[src/hw/rtl/cwt_pkg.sv]
// ============================================================================
// cwt_pkg: shared types and constants for the card whitelist table
// Command codes, the slot record, and default table geometry.
// ============================================================================
`default_nettype none

package cwt_pkg;

    localparam int DEF_TABLE_DEPTH = 256;

    localparam logic [2:0] OP_SEARCH = 3'd0;
    localparam logic [2:0] OP_ADD    = 3'd1;
    localparam logic [2:0] OP_SET    = 3'd2;
    localparam logic [2:0] OP_READ   = 3'd3;
    localparam logic [2:0] OP_FORMAT = 3'd4;

    localparam logic [1:0] PERM_FREE = 2'd0;

    typedef struct packed {
        logic [31:0] uid;
        logic [1:0]  perm;
    } t_slot;

    // control from the sequencer to every cell of the ring
    typedef struct packed {
        logic shift;
        logic clr;
    } t_ring_ctl;

endpackage

`default_nettype wire

[src/hw/rtl/cwt_cell.sv]
// ============================================================================
// cwt_cell: one slot of the rotating table ring
// Holds one identifier and permission; loads its neighbor on shift.
// ============================================================================
`default_nettype none

module cwt_cell
    import cwt_pkg::*;
(
    input  wire             i_clk,
    input  wire             i_rst_n,
    input  wire t_ring_ctl  i_ctl,
    input  wire t_slot      i_d,
    output t_slot           o_q
);

    logic [1:0]  r_perm;
    logic [31:0] r_uid;

    always_ff @(posedge i_clk) begin
        if (!i_rst_n || i_ctl.clr) begin
            r_perm <= PERM_FREE;
        end else if (i_ctl.shift) begin
            r_perm <= i_d.perm;
        end
    end

    // identifier is only meaningful while perm is nonzero
    always_ff @(posedge i_clk) begin
        if (i_ctl.shift) begin
            r_uid <= i_d.uid;
        end
    end

    assign o_q = '{uid: r_uid, perm: r_perm};

endmodule

`default_nettype wire

[config.mk]
export PLATFORM = sky130hd
export DESIGN_NAME = cwt_cell
export DESIGN_NICKNAME = d
export VERILOG_FILES = /design/src/hw/rtl/cwt_pkg.sv /design/src/hw/rtl/cwt_cell.sv
export SDC_FILE = /design/constraint.sdc
export NUM_CORES = 1
export LEC_CHECK = 0
export ABC_CLOCK_PERIOD_IN_PS = 800
export BUFFER_PORTS_ARGS = -buffer_cell sky130_fd_sc_hd__clkbuf_2
export CORE_UTILIZATION = 25
export DETAILED_ROUTE_END_ITERATION = 6
export MAX_ROUTING_LAYER = met4
export SLEW_MARGIN = 20
export SYNTH_ARGS = -nofsm -noshare
export SYNTH_HDL_FRONTEND = slang
export SYNTH_SLANG_ARGS = --single-unit
[constraint.sdc]
create_clock -name i_clk -period 0.8 [get_ports i_clk]
set_input_delay 0.08 -clock i_clk [delete_from_list [all_inputs] [get_ports i_clk]]
set_output_delay 0.08 -clock i_clk [all_outputs]
set_load 0.1 [all_outputs]
==> qor.txt, run 1 <==
Outcome: finished with violations
Failing checks: negative setup slack
Overflow after GRT: 0
Slew margin rel.: 87.7%
Final Power: 0.00516 W
CP Cell Sequence: buf_12
Clock latency on the worst-skew pair: 0.27 ns
Routed WL: 2470 microns
Routed vias/inst: 3.83
Antenna diode count: 0
Core area: 4000 sq um
Fmax: 1020 MHz
Clock transition at the registers of the reported paths: 0.06 ns
Lkg Pwr: 1.01 nW
Max-Cap Viols: 0
Min-delay worst type: primary input to register
Final Skew: 0 ns
Async set-reset flop share out of synthesis: 0%
Synth top area share: 92.9%
Overall Global Routing Usage: 12.3%
Cell Rows: 23
DIE HEIGHT: 66.3 microns
Critical Path RT: 0.72 ns
Initial Utilization: 25.9%
Post-CTS Setup Bufs: 0
Pwr/cell area: 2150 nW/um^2
Layout Cells excl Fill: 203
Most common cell in the netlist: edfxtp_1
Max Slew Vio Count: 0
TritonRoute pass-1 iters: 4
Die Area: 4400 sq um
CP arrival: 0.90 ns
R2R setup slack: 0.12 ns
Pin count of the biggest net entering global routing: 15
CP startpoint kind: register
Worst slew pin tran: 0.180 ns
Psw: 0.00177 W
Syn-to-layout area delta: 132%
Sequential share of power: 42.9%
Crit. End Element: output port
Slack of the critical path: -0.184 ns
Final Hold Fails: 0
Combinational power share: 34.4%
IO buf count: 71
CP max stage delay: 0.43 ns
Fin crit share: 123%
Max VDD drop: 0.00114 V
CTS tree: yes
Inst Count DP: 163
Netlist cell types: 5
Syn_nets: 77
RSZ-0062 raised after global routing: true
Proportion of power drawn by the clock network: 22.7%
Die X: 66.3 microns
Crit path kind: register to output port
Synth area leaders: edfxtp_1, dfxtp_1, mux2i_1
Setup TNS Final: -5.33 ns
Critical Path End: o_q[21]
CTS Buf Count: 5
WP buf/inv: 1
Residual DRC: 0
Switching share of power: 34.2%
Yosys top cell by area: edfxtp_1
Root Driver: clkbuf_8
Synth warn: 0
Post-DRT Antenna Nets: 0
Synth cell count leaders: edfxtp_1, dfxtp_1, mux2i_1, nor2_1, nand2b_1
Family with the most delay on the worst path: flip-flops
Setup Viol. Count Final: 34
CP Max Fanout: 1
Final Util: 60.1%
GPL Wtd Cong: 0.622
Crit path time final: 0.984 ns
H-tree levels: 2
Nets: 190
Synth Flop Type: edfxtp_1
Avg WL per Cell: 12.2 microns
Share of cells above drive strength 1: 52.9%
Post-DP HPWL: 1770 microns
Vias: 777
I/O Pins: 72
Post-synthesis sequential area ratio: 96.7%
Starting DRT DRC Count: 34
Crit path from: r_uid[19]
Fin Hold WS: 0.0463 ns
Reg2Reg Depth: 2
Yosys reg bits: 34
Post-synthesis cell area: 1030 sq um
Internal power: 0.00339 W
CP max-delay cell: edfxtp_1
Initial antenna violation count: 0
Number of global-route vias before repair: 792
R2r startpoint: r_perm[1]
Bufs on Longest Clock Path: 2
R2R Path End: r_perm[1]
EDFF count, synth: 32
First-pass GRT wire length: 3610 microns
CTS Sinks: 34
Crit. path cell count: 1
Synthesized area per cell: 26.5 sq um
Post-Synthesis Cells: 39
layout by cell type, fill, tap and decap left out:
master	synthesis	layout
clkbuf_2	0	37
buf_12	0	35
dlygate4sd3_1	0	32
edfxtp_1	32	32
clkbuf_8	0	5
clkbuf_1	0	3
mux2i_1	2	2
nor2_1	2	2
buf_4	0	2
nand2b_1	1	1
dfxtp_2	0	1
dfxtp_4	0	1
registers in the layout (all words and copies together), names as in the netlist:
signal  cells
r_uid      32
r_perm      2
repair_timing:
item | 4_1_cts | 5_1_grt
endpoints found under the hold margin | 32 | 0
resized for setup | 0 | 0
hold buffers | 32 | 0
pin swaps | 0 | 0
endpoints found under the setup margin | 34 | 34
logic make-up after synthesis:
logic type / after synthesis / synth area share [%]
mux: 2 / 1.93
simple gates: 3 / 1.33
flops: 34 / 96.7
how the worst min path moves through the flow:
stage / to / slack [ns] / startpoint / depth (start not counted)
3_3_place_gp: r_uid[8] / 0.26 / i_d[10] / 1
2_1_floorplan: r_uid[0] / 0.18 / i_d[2] / 0
4_1_cts: r_perm[1] / 0.04 / i_rst_n / 3
5_1_grt: r_perm[1] / 0.06 / i_rst_n / 3
3_5_place_dp: r_uid[6] / 0.26 / i_d[8] / 1
6_report: r_perm[1] / 0.05 / i_rst_n / 3
power groups by stage:
stage	clock network (W)	logic [W]	registers (W)
floorplan	0	0.00000924	0.00314
CTS	0.00123	0.00178	0.00221
detailed placement	0	0.00166	0.00225
finish	0.00117	0.00177	0.00221
global placement	0	0.00164	0.00225
global route	0.00128	0.00181	0.00223
area by class of cell:
cell class              instances  area (sq um)
fillers                       311          1600
repair buffers                106          1220
flip-flops and latches         34          1010
clock buffers                   8          80.1
well taps                      50          62.6
multi-input cells               5          33.8
worst min-delay path, delay by kind of cell:
family,cells,cell delay (ns)
AND/OR/NAND/NOR,2,0.13
buffers and inverters,1,0.08
per-layer routing:
metal | vias to the layer above | wire length (microns) | global-route usage [%]
met3 | 4 | 186 | 5.52
met4 | 0 | 23 | 3.99
met1 | 353 | 945 | 12.4
li1 | 379 | - | -
met5 | - | 0 | -
met2 | 41 | 1310 | 21.0
metrics by stage:
step | worst slack, ns | area [sq um]
after global routing | -0.209 | 2400
after detailed placement | 0.0544 | 2000
after floorplan | -0.184 | 1040
after CTS | -0.196 | 2400
after global placement | 0.0873 | 2000
final | -0.184 | 2400
Power figures use the tool's default switching activity.
==> run 2, diff against run 1 <==
--- a/config.mk
+++ b/config.mk
@@ -10,6 +10,7 @@
 export CORE_UTILIZATION = 25
 export DETAILED_ROUTE_END_ITERATION = 6
 export MAX_ROUTING_LAYER = met4
+export REMOVE_ABC_BUFFERS = 1
 export SLEW_MARGIN = 20
 export SYNTH_ARGS = -nofsm -noshare
 export SYNTH_HDL_FRONTEND = slang
==> run 2 against run 1 <==
  * The run still ends with negative setup slack left
  * Clock-buffer cell count fell by 1
  * Sequential share of layout area shrank 0.60 points
  * Combinational power barely moved
  * Cell count down 0.49%
  * Design area rose by 1.2%
  * Flip-flop and latch count is the same
  * Die area stayed put
  * Largest power group unchanged
==> qor.txt, run 2 (same netlist as run 1, synthesis figures left out) <==
Final Skew: 0 ns (unchanged)
Overall Global Routing Usage: 13.1% (+0.85 points)
Initial Utilization: 25.9% (unchanged)
WP buf/inv: 1 (unchanged)
CP Cell Sequence: buf_12
Antenna diode count: 0 (unchanged)
Crit path time final: 0.985 ns (+0.000466 ns)
Final Hold Fails: 0 (unchanged)
I/O Pins: 72 (unchanged)
CTS Sinks: 34 (unchanged)
Root Driver: clkbuf_8
Initial antenna violation count: 0 (unchanged)
Critical Path RT: 0.72 ns (about the same)
Overflow after GRT: 0 (unchanged)
TritonRoute pass-1 iters: 3 (-1)
Clock transition at the registers of the reported paths: 0.07 ns (about the same)
CTS Buf Count: 5 (unchanged)
Die Area: 4400 sq um (unchanged)
Lkg Pwr: 1.02 nW (+1.2%)
Slack of the critical path: -0.185 ns (-0.000466 ns)
RSZ-0062 raised after global routing: true
DIE HEIGHT: 66.3 microns (unchanged)
Family with the most delay on the worst path: flip-flops
Most frequent cells in the layout: clkbuf_2, buf_12, dlygate4sd3_1, edfxtp_1, clkbuf_8
Post-DRT Antenna Nets: 0 (unchanged)
Fmax: 1020 MHz (about the same)
Vias: 797 (+2.6%)
Post-CTS Setup Bufs: 0 (unchanged)
Clock latency on the worst-skew pair: 0.28 ns (about the same)
GPL Wtd Cong: 0.582 (-6.4%)
Largest regs: r_uid x32, r_perm x2
Largest Register: r_uid
Setup TNS Final: -5.48 ns (-0.143 ns)
First-pass GRT wire length: 3880 microns (+7.6%)
CP max-delay cell: edfxtp_1
CP startpoint kind: register
Min-delay worst type: primary input to register
Nets: 189 (-0.53%)
IO buf count: 71 (unchanged)
Max-Cap Viols: 0 (unchanged)
CTS tree: yes
Bufs on Longest Clock Path: 2 (unchanged)
Pin count of the biggest net entering global routing: 26 (+11)
Avg WL per Cell: 12.8 microns (+5.0%)
Crit. End Element: output port
Worst slew pin tran: 0.155 ns (-0.0248 ns)
Setup Viol. Count Final: 34 (unchanged)
Failing checks: negative setup slack
Outcome: finished with violations
Max Slew Vio Count: 0 (unchanged)
Core area: 4000 sq um (unchanged)
Die X: 66.3 microns (unchanged)
Starting DRT DRC Count: 25 (-26%)
Routed WL: 2580 microns (+4.5%)
Final Power: 0.00552 W (+7.1%)
Final Util: 60.8% (+0.72 points)
Routed vias/inst: 3.95 (+3.1%)
Pwr/cell area: 2270 nW/um^2 (+5.8%)
H-tree levels: 2 (unchanged)
Crit path kind: register to output port
Fin Hold WS: 0.0479 ns (+0.00158 ns)
Number of global-route vias before repair: 889 (+12%)
Syn-to-layout area delta: 135%
CP max stage delay: 0.43 ns (about the same)
Residual DRC: 0 (unchanged)
Max reg flops: 32 (unchanged)
Commonest non-fill, non-tap cell in the layout: clkbuf_2
Cell Rows: 23 (unchanged)
Max VDD drop: 0.00124 V (+8.1%)
CP Max Fanout: 1 (unchanged)
Filler cells: 297 (-4.5%)
Fin crit share: 123% (about the same)
CP arrival: 0.90 ns (about the same)
Slew margin rel.: 89.4% (+1.7 points)
Share of cells above drive strength 1: 53.3% (+0.35 points)
==> run 2: area by class of cell <==
cell class / instances / area (sq um) / share of cell area (%)
repair buffers: 105 / 1230 / 50.4
flip-flops and latches: 34 / 1000 / 41.3
clock buffers: 7 / 76.3 / 3.14
well taps: 50 / 62.6 / 2.57
multi-input cells: 5 / 33.8 / 1.39
clock inverters: 1 / 30.0 / 1.23
==> run 2: what timing repair did <==
item	in CTS	in global routing
gates resized for setup	2	0
hold buffers	32	0
endpoints found under the setup margin	34	34
hold endpoints to repair	32	0
==> run 2: final timing paths <==
kind              startpoint   endpoint  slack [ns]  cells past startpoint
setup / recovery   r_uid[20]    o_q[22]       -0.18                      1
hold / removal        i_d[0]  r_perm[0]        0.05                      3
setup reg to reg   r_perm[1]  r_perm[1]        0.13                      2
hold reg to reg    r_perm[0]  r_perm[0]        0.53                      2
==> run 2: worst reg2reg max path, stage by stage (launching register included) <==
cell and delay (ns):
dfxtp_2 0.34, mux2i_1 0.15, nor2_1 0.07
==> run 2: per-layer routing <==
layer / routed length, microns / global-route usage (%) / vias up / part of all wire, %
li1: - / - / 375 / -
met2: 1530 / 25.3 / 41 / 59
met3: 139 / 3.79 / 3 / 5.4
met4: 30 / 6.38 / 0 / 1.2
met1: 878 / 11.4 / 378 / 34
met5: 0 / - / - / 0
==> run 2: stage by stage <==
| stage | cells | setup WS (ns) | instance area [sq um] |
|---|---|---|---|
| after CTS | 202 | -0.211 | 2430 |
| final | 202 | -0.185 | 2430 |
| after global placement | 162 | 0.0774 | 2000 |
| after detailed placement | 162 | 0.0147 | 2000 |
| after floorplan | 39 | -0.440 | 1030 |
| after global routing | 202 | -0.223 | 2430 |
==> run 2: report_power, final <==
group / leakage (nW) / total [W] / internal, W / switching [W]
combinational: 0.640 / 0.00178 / 0.000675 / 0.00110
clock: 0.0524 / 0.00153 / 0.000932 / 0.000600
sequential: 0.330 / 0.00221 / 0.00210 / 0.000109
total: 1.02 / 0.00552 / 0.00371 / 0.00181
