<file path="src/hw/rtl/cwt_pkg.sv">
// ============================================================================
// cwt_pkg: shared types and constants for the card whitelist table
// Command codes, the slot record, and default table geometry.
// ============================================================================
`default_nettype none

package cwt_pkg;

    localparam int DEF_TABLE_DEPTH = 256;

    localparam logic [2:0] OP_SEARCH = 3'd0;
    localparam logic [2:0] OP_ADD    = 3'd1;
    localparam logic [2:0] OP_SET    = 3'd2;
    localparam logic [2:0] OP_READ   = 3'd3;
    localparam logic [2:0] OP_FORMAT = 3'd4;

    localparam logic [1:0] PERM_FREE = 2'd0;

    typedef struct packed {
        logic [31:0] uid;
        logic [1:0]  perm;
    } t_slot;

    // control from the sequencer to every cell of the ring
    typedef struct packed {
        logic shift;
        logic clr;
    } t_ring_ctl;

endpackage

`default_nettype wire

</file>
<file path="src/hw/rtl/cwt_ctrl.sv">
// ============================================================================
// cwt_ctrl: command sequencer at the head of the ring
// Inspects the head slot each cycle of a full rotation and writes it back.
// ============================================================================
`default_nettype none

module cwt_ctrl
    import cwt_pkg::*;
#(
    parameter int TABLE_DEPTH = DEF_TABLE_DEPTH
) (
    input  wire         i_clk,
    input  wire         i_rst_n,
    input  wire         i_valid,
    output logic        o_stall,
    input  wire  [2:0]  i_opcode,
    input  wire  [31:0] i_card_uid,
    input  wire  [7:0]  i_slot_index,
    input  wire         i_auto_slot,
    input  wire  [1:0]  i_perm_bits,
    output logic        o_valid,
    input  wire         i_stall,
    output logic        o_ok,
    output logic [7:0]  o_result_slot,
    output logic [1:0]  o_result_perm,
    output logic [8:0]  o_used_count,
    output t_ring_ctl   o_ctl,
    input  wire t_slot  i_head,
    output t_slot       o_wb
);

    localparam int CW    = $clog2(TABLE_DEPTH);
    localparam int IW    = ((CW > 8) ? CW : 8) + 1;
    localparam int CNT_W = CW + 1;
    localparam int CNW   = (CNT_W > 9) ? CNT_W : 9;

    typedef enum logic [1:0] {S_IDLE, S_SCAN, S_DONE} t_state;

    t_state             r_state;
    logic [CW-1:0]      r_cnt;
    logic [2:0]         r_op;
    logic [31:0]        r_uid;
    logic [7:0]         r_idx;
    logic               r_auto;
    logic [1:0]         r_perm;
    logic               r_found;
    logic               r_ok;
    logic [7:0]         r_slot;
    logic [1:0]         r_rperm;
    logic [CNT_W-1:0]   r_count;
    logic               r_ov;
    logic               r_o_ok;
    logic [7:0]         r_o_slot;
    logic [1:0]         r_o_perm;
    logic [CNT_W-1:0]   r_o_count;

    logic in_acc, idx_ok, idx_match, full;
    logic take, s_ok, s_inc, s_dec;
    logic [1:0] s_perm;

    assign o_stall = (r_state != S_IDLE);
    assign in_acc  = i_valid && !o_stall;
    assign idx_ok  = (TABLE_DEPTH > 256) || (IW'(i_slot_index) < IW'(TABLE_DEPTH));
    assign full    = (r_count >= CNT_W'(TABLE_DEPTH));
    assign idx_match = (IW'(r_cnt) == IW'(r_idx));

    assign o_ctl = '{shift: (r_state == S_SCAN),
                     clr:   (in_acc && (i_opcode == OP_FORMAT))};

    always_comb begin
        o_wb   = i_head;
        take   = 1'b0;
        s_ok   = 1'b0;
        s_inc  = 1'b0;
        s_dec  = 1'b0;
        s_perm = i_head.perm;
        unique case (r_op)
            OP_SEARCH: begin
                take = !r_found && (i_head.perm != PERM_FREE) && (i_head.uid == r_uid);
                s_ok = 1'b1;
            end
            OP_ADD: begin
                take = r_auto ? (!r_found && (i_head.perm == PERM_FREE)) : idx_match;
                if (take) begin
                    if ((i_head.perm != PERM_FREE) && (i_head.uid != r_uid)) begin
                        s_ok = 1'b0;
                    end else begin
                        s_ok = 1'b1;
                        o_wb.perm = i_head.perm | r_perm;
                        o_wb.uid  = r_uid;
                        s_inc = (i_head.perm == PERM_FREE);
                    end
                end
                s_perm = o_wb.perm;
            end
            OP_SET: begin
                take = idx_match;
                if (take && (i_head.perm != PERM_FREE)) begin
                    s_ok = 1'b1;
                    o_wb.perm = r_perm;
                    if (r_perm == PERM_FREE) begin
                        o_wb.uid = '0;
                        s_dec = (r_count != '0);
                    end
                end
                s_perm = r_perm;
            end
            OP_READ: begin
                take = idx_match;
                s_ok = 1'b1;
            end
            default: ;
        endcase
    end

    always_ff @(posedge i_clk) begin
        if (!i_rst_n) begin
            r_state <= S_IDLE;
            r_count <= '0;
            r_ov    <= 1'b0;
        end else begin
            if (r_ov && !i_stall && (r_state != S_DONE)) begin
                r_ov <= 1'b0;
            end
            unique case (r_state)
                S_IDLE: begin
                    if (in_acc) begin
                        r_op    <= i_opcode;
                        r_uid   <= i_card_uid;
                        r_idx   <= i_slot_index;
                        r_auto  <= i_auto_slot;
                        r_perm  <= i_perm_bits;
                        r_cnt   <= '0;
                        r_found <= 1'b0;
                        r_ok    <= 1'b0;
                        r_slot  <= '0;
                        r_rperm <= '0;
                        r_state <= S_SCAN;
                        priority case (i_opcode)
                            OP_SEARCH: ;
                            OP_ADD: begin
                                if ((i_perm_bits == PERM_FREE) || full ||
                                    (!i_auto_slot && !idx_ok)) begin
                                    r_state <= S_DONE;
                                end
                            end
                            OP_SET, OP_READ: begin
                                if (!idx_ok) begin
                                    r_state <= S_DONE;
                                end
                            end
                            OP_FORMAT: begin
                                r_ok    <= 1'b1;
                                r_count <= '0;
                                r_state <= S_DONE;
                            end
                            default: r_state <= S_DONE;
                        endcase
                    end
                end
                S_SCAN: begin
                    if (take) begin
                        r_found <= 1'b1;
                        r_ok    <= s_ok;
                        r_slot  <= s_ok ? 8'(IW'(r_cnt)) : 8'd0;
                        r_rperm <= s_ok ? s_perm : PERM_FREE;
                        if (s_inc) begin
                            r_count <= r_count + 1'b1;
                        end else if (s_dec) begin
                            r_count <= r_count - 1'b1;
                        end
                    end
                    r_cnt <= r_cnt + 1'b1;
                    if (r_cnt == CW'(TABLE_DEPTH - 1)) begin
                        r_state <= S_DONE;
                    end
                end
                S_DONE: begin
                    if (!r_ov || !i_stall) begin
                        r_ov      <= 1'b1;
                        r_o_ok    <= r_ok;
                        r_o_slot  <= r_slot;
                        r_o_perm  <= r_rperm;
                        r_o_count <= r_count;
                        r_state   <= S_IDLE;
                    end
                end
                default: r_state <= S_IDLE;
            endcase
        end
    end

    assign o_valid       = r_ov;
    assign o_ok          = r_o_ok;
    assign o_result_slot = r_o_slot;
    assign o_result_perm = r_o_perm;
    assign o_used_count  = 9'(CNW'(r_o_count));

    a_count_bound: assert property (@(posedge i_clk) disable iff (!i_rst_n)
        r_count <= CNT_W'(TABLE_DEPTH))
        else $error("occupied count beyond table depth");

    a_format_clears: assert property (@(posedge i_clk) disable iff (!i_rst_n)
        o_ctl.clr |=> (r_count == '0) && (r_state == S_DONE))
        else $error("format did not clear count");

    a_ok_fail_zero: assert property (@(posedge i_clk) disable iff (!i_rst_n)
        (r_ov && !r_o_ok) |-> (r_o_slot == '0) && (r_o_perm == PERM_FREE))
        else $error("failed command reports slot data");

    a_scan_no_out_move: assert property (@(posedge i_clk) disable iff (!i_rst_n)
        (r_state == S_SCAN) |=> !$rose(r_ov))
        else $error("result issued mid-scan");

endmodule

`default_nettype wire

</file>
<file path="config.mk">
export PLATFORM = sky130hd
export DESIGN_NAME = cwt_ctrl
export DESIGN_NICKNAME = d
export VERILOG_FILES = /design/src/hw/rtl/cwt_pkg.sv /design/src/hw/rtl/cwt_ctrl.sv
export SDC_FILE = /design/constraint.sdc
export NUM_CORES = 1
export LEC_CHECK = 0
export ABC_CLOCK_PERIOD_IN_PS = 9170
export BUFFER_PORTS_ARGS = -buffer_cell sky130_fd_sc_hd__buf_2
export CAP_MARGIN = 20
export CORE_ASPECT_RATIO = 1.1
export CORE_UTILIZATION = 35
export CTS_BUF_LIST = sky130_fd_sc_hd__clkbuf_4
export DETAILED_ROUTE_END_ITERATION = 6
export PLACE_DENSITY = 0.61
export SYNTH_ARGS = -nofsm -noshare
export SYNTH_HDL_FRONTEND = slang
export SYNTH_SLANG_ARGS = --single-unit
</file>
<file path="constraint.sdc">
create_clock -name i_clk -period 9.17 [get_ports i_clk]
set_input_delay 0 -clock i_clk [delete_from_list [all_inputs] [get_ports i_clk]]
set_output_delay 0 -clock i_clk [all_outputs]
set_load 0.1 [all_outputs]
</file>
==> results.md <==
* Status: finished clean
* Post-route setup slack at 5.36 ns
* PostCTS Resize Cnt at 0
* Core area at 13400 um2
* Sw power at 0.000306 W
* Logic gate share of total power at 0.215
* Fmax achieved at 263 MHz
* Pwr Density at 148 nW/um2
* Clk_lat worst skew at 0.46 ns
* Crit path max-delay family: simple AND/OR/NAND/NOR gates
* I/O Buffers at 141
* WL per Instance at 15.0 um
* Post-route insts no fill at slightly above 800
* Final setup violation count at 0
* Initial DRC Count at 151
* Sequential power share at 0.546
* CTS sink count at 98
* Post-Syn Instances at approximately 450
* Initial antenna violation count at 1
* ANT nets after route at 0
* Worst-Margin Slew at 1.11 ns
* Synthesis-to-finish area growth at 32.3%
* Vias in the first global route at 3900
* Worst endpoint required time at 9.17 ns
* Leak at about 2.6 nW
* Global-route wire length before repair at 19300 um
* Maximum clock path buffer count at 2
* GPL Wtd Cong at 0.864
* Post-Place Cells at 759
* VDD IR max at 0.106 mV
* FF/Latch Area at 2820 um2
* Critical path class: reg2out
* Most common cell after layout, fill and taps aside: buf_2
* Place WS at 5.87 ns
* Max-cap violation count at 0
* Pre-Repair DR Iteration Count at 4
* Global route overflow at 0
* Util after Layout at 0.481
* Die area at 14400 um2
* Slew Viols, Final at 0
* Largest net degree at the start of global routing at 68
* # rows at 44
* Buffers and inverters on the worst path at 2
* Multi-input logic area at 1980 um2
* Average size of a mapped cell at 11.0 um2
* Overall Power at 0.000955 W
* Worst Setup Start Kind: flop
* Die X-Extent at 115 um
* Sw Ratio at 0.320
* Post-route DRC violation count at 0
* Die Y-Extent at 126 um
* Arr. time, crit path at 3.81 ns
* Worst relative slew slack at 0.261
* Sequential share of the synthesized area at 0.577
* Main flop type after synthesis: edfxtp_1
* Via count at 4000
* Via density at 4.83
* Crit path largest cell delay at 0.58 ns
* Layout Nets at 730
* Post-synth EDFFs at 86
* Worst-path clk slew at 0.16 ns
* CTS tree: built
* Seq cells post-synth at 98
* Final Hold Viols at 0
* WL final at 12500 um
* Initial core utilization at 0.364
* Dpl hpwl at 9250 um
* Fill count at 1254
* CTS H-tree lvls at 3
* Clock share of power at 0.239
* Synth Cell Area at 4890 um2
* Setup TNS at 0 ns
* Clock skew at between 0.02 and 0.025 ns
* Critical path fanouts, max at 67
* Tmin final at 3.81 ns
* Tot GR Track Use at 0.176
* Post-Syn Nets at roughly 540
* Synth cell types at 51
* CP max-delay cell: or4_1
* Most frequent cells in the layout: buf_2, edfxtp_1, nand2_1
* I/O pin cnt at 142
* TritonCTS Buffers at 9
* Layout cell share with drive strength beyond 1 at 0.267
* Period utilization at 0.415
* RSZ-0062 raised after global routing: false
* Root Driver: clkbuf_4
* HP Class: in2reg
* Yosys warning count at 0
* Crit-path cells: xnor2_1 -> nand4_1 -> or2_1 -> or4_1 -> a21boi_4 -> buf_4 -> nand2_1 -> o21ai_0 -> buf_2
* Crit end category: output port
* Internal power at ~0.00065 W
* Asr flop ratio synth at 0
==> area by class of cell <==
cell class              instances  share of cell area
repair buffers                198               0.197
multi-input cells             326               0.306
well taps                     184              0.0356
inverters                       6             0.00348
clock buffers                   9              0.0104
clock inverters                 7              0.0108
flip-flops and latches         98               0.437
diodes                          1            0.000387
==> registers in the layout, summed over array words and instances (netlist names), 3 cells and up <==
register / flops
r_uid: 32
o_used_count: 9
r_count: 9
o_result_slot: 8
r_cnt: 8
r_idx: 8
r_slot: 8
r_op: 3
==> metrics by stage <==
step | hold slack, ns | area (um2)
after detailed placement | 0.179 | 5790
after CTS | 0.193 | 6440
final | 0.230 | 6470
after floorplan | 0.0989 | 4890
after global placement | 0.177 | 5780
after global routing | 0.191 | 6470
==> synthesized netlist by cell type, types with 8 or more instances <==
cell type | instances | area (um2)
clkbuf_1 | 9 | 33.8
dfxtp_1 | 12 | 240
nand3_1 | 11 | 55.1
o21ai_0 | 29 | 145
nor4_1 | 11 | 68.8
nor2_1 | 23 | 86.3
and2_1 | 14 | 87.6
nand2_1 | 82 | 308
a21oi_1 | 9 | 45.0
edfxtp_1 | 86 | 2580
xor2_1 | 39 | 342
o21ai_1 | 8 | 40.0
nor3_1 | 8 | 40.0
xnor2_1 | 13 | 114
==> cell families after synthesis <==
| kind of cell | count (synthesis) | synth area share |
|---|---|---|
| and+or+nand+nor | 182 | 0.178 |
| DFF | 98 | 0.577 |
| AOI/OAI and AO/OA | 83 | 0.109 |
| xor gates and xnor gates | 52 | 0.0932 |
| buffers and inverters | 21 | 0.0207 |
| adders and majority gates | 7 | 0.0179 |
| muxes | 2 | 0.00410 |
==> worst paths after layout <==
check / start / end / slack, ns / cells after the start
max: r_cnt[2] / o_wb[2] / 5.36 / 9
min: i_card_uid[11] / r_uid[11] / 0.23 / 2
max reg2reg: r_cnt[2] / r_count[8] / 5.78 / 12
min reg2reg: r_slot[1] / o_result_slot[1] / 0.42 / 0
==> worst reg2reg max path, cell delays in order (launching register included) <==
cell	delay (ns)
edfxtp_1	0.51
xnor2_1	0.19
nand4_1	0.22
o31ai_2	0.45
nand3_2	0.25
xor2_1	0.23
ha_1	0.25
nor3_1	0.29
a311oi_1	0.08
a21oi_1	0.29
mux2i_1	0.28
a41oi_1	0.13
a31oi_1	0.16
==> routing by layer <==
metal,GRT usage,share of wire,vias to the layer above
li1,-,-,1993
met1,0.211,0.43,1892
met2,0.304,0.52,94
met3,0.0361,0.034,21
met4,0.0749,0.024,0
met5,0,0,-
==> power groups by stage <==
stage / logic (W) / clock network [W] / registers (W)
after floorplan: 0.000118 / 0 / 0.000550
after detailed placement: 0.000186 / 0 / 0.000532
after CTS: 0.000204 / 0.000235 / 0.000522
final: 0.000205 / 0.000228 / 0.000522
after global routing: 0.000216 / 0.000249 / 0.000524
after global placement: 0.000184 / 0 / 0.000531
==> timing repair <==
action	CTS	global route
hold buffers	52	0
endpoints found under the hold margin	63	0
setup buffers	0	0
endpoints found under the setup margin	0	0
No activity file was read; power rests on OpenSTA's default activity.
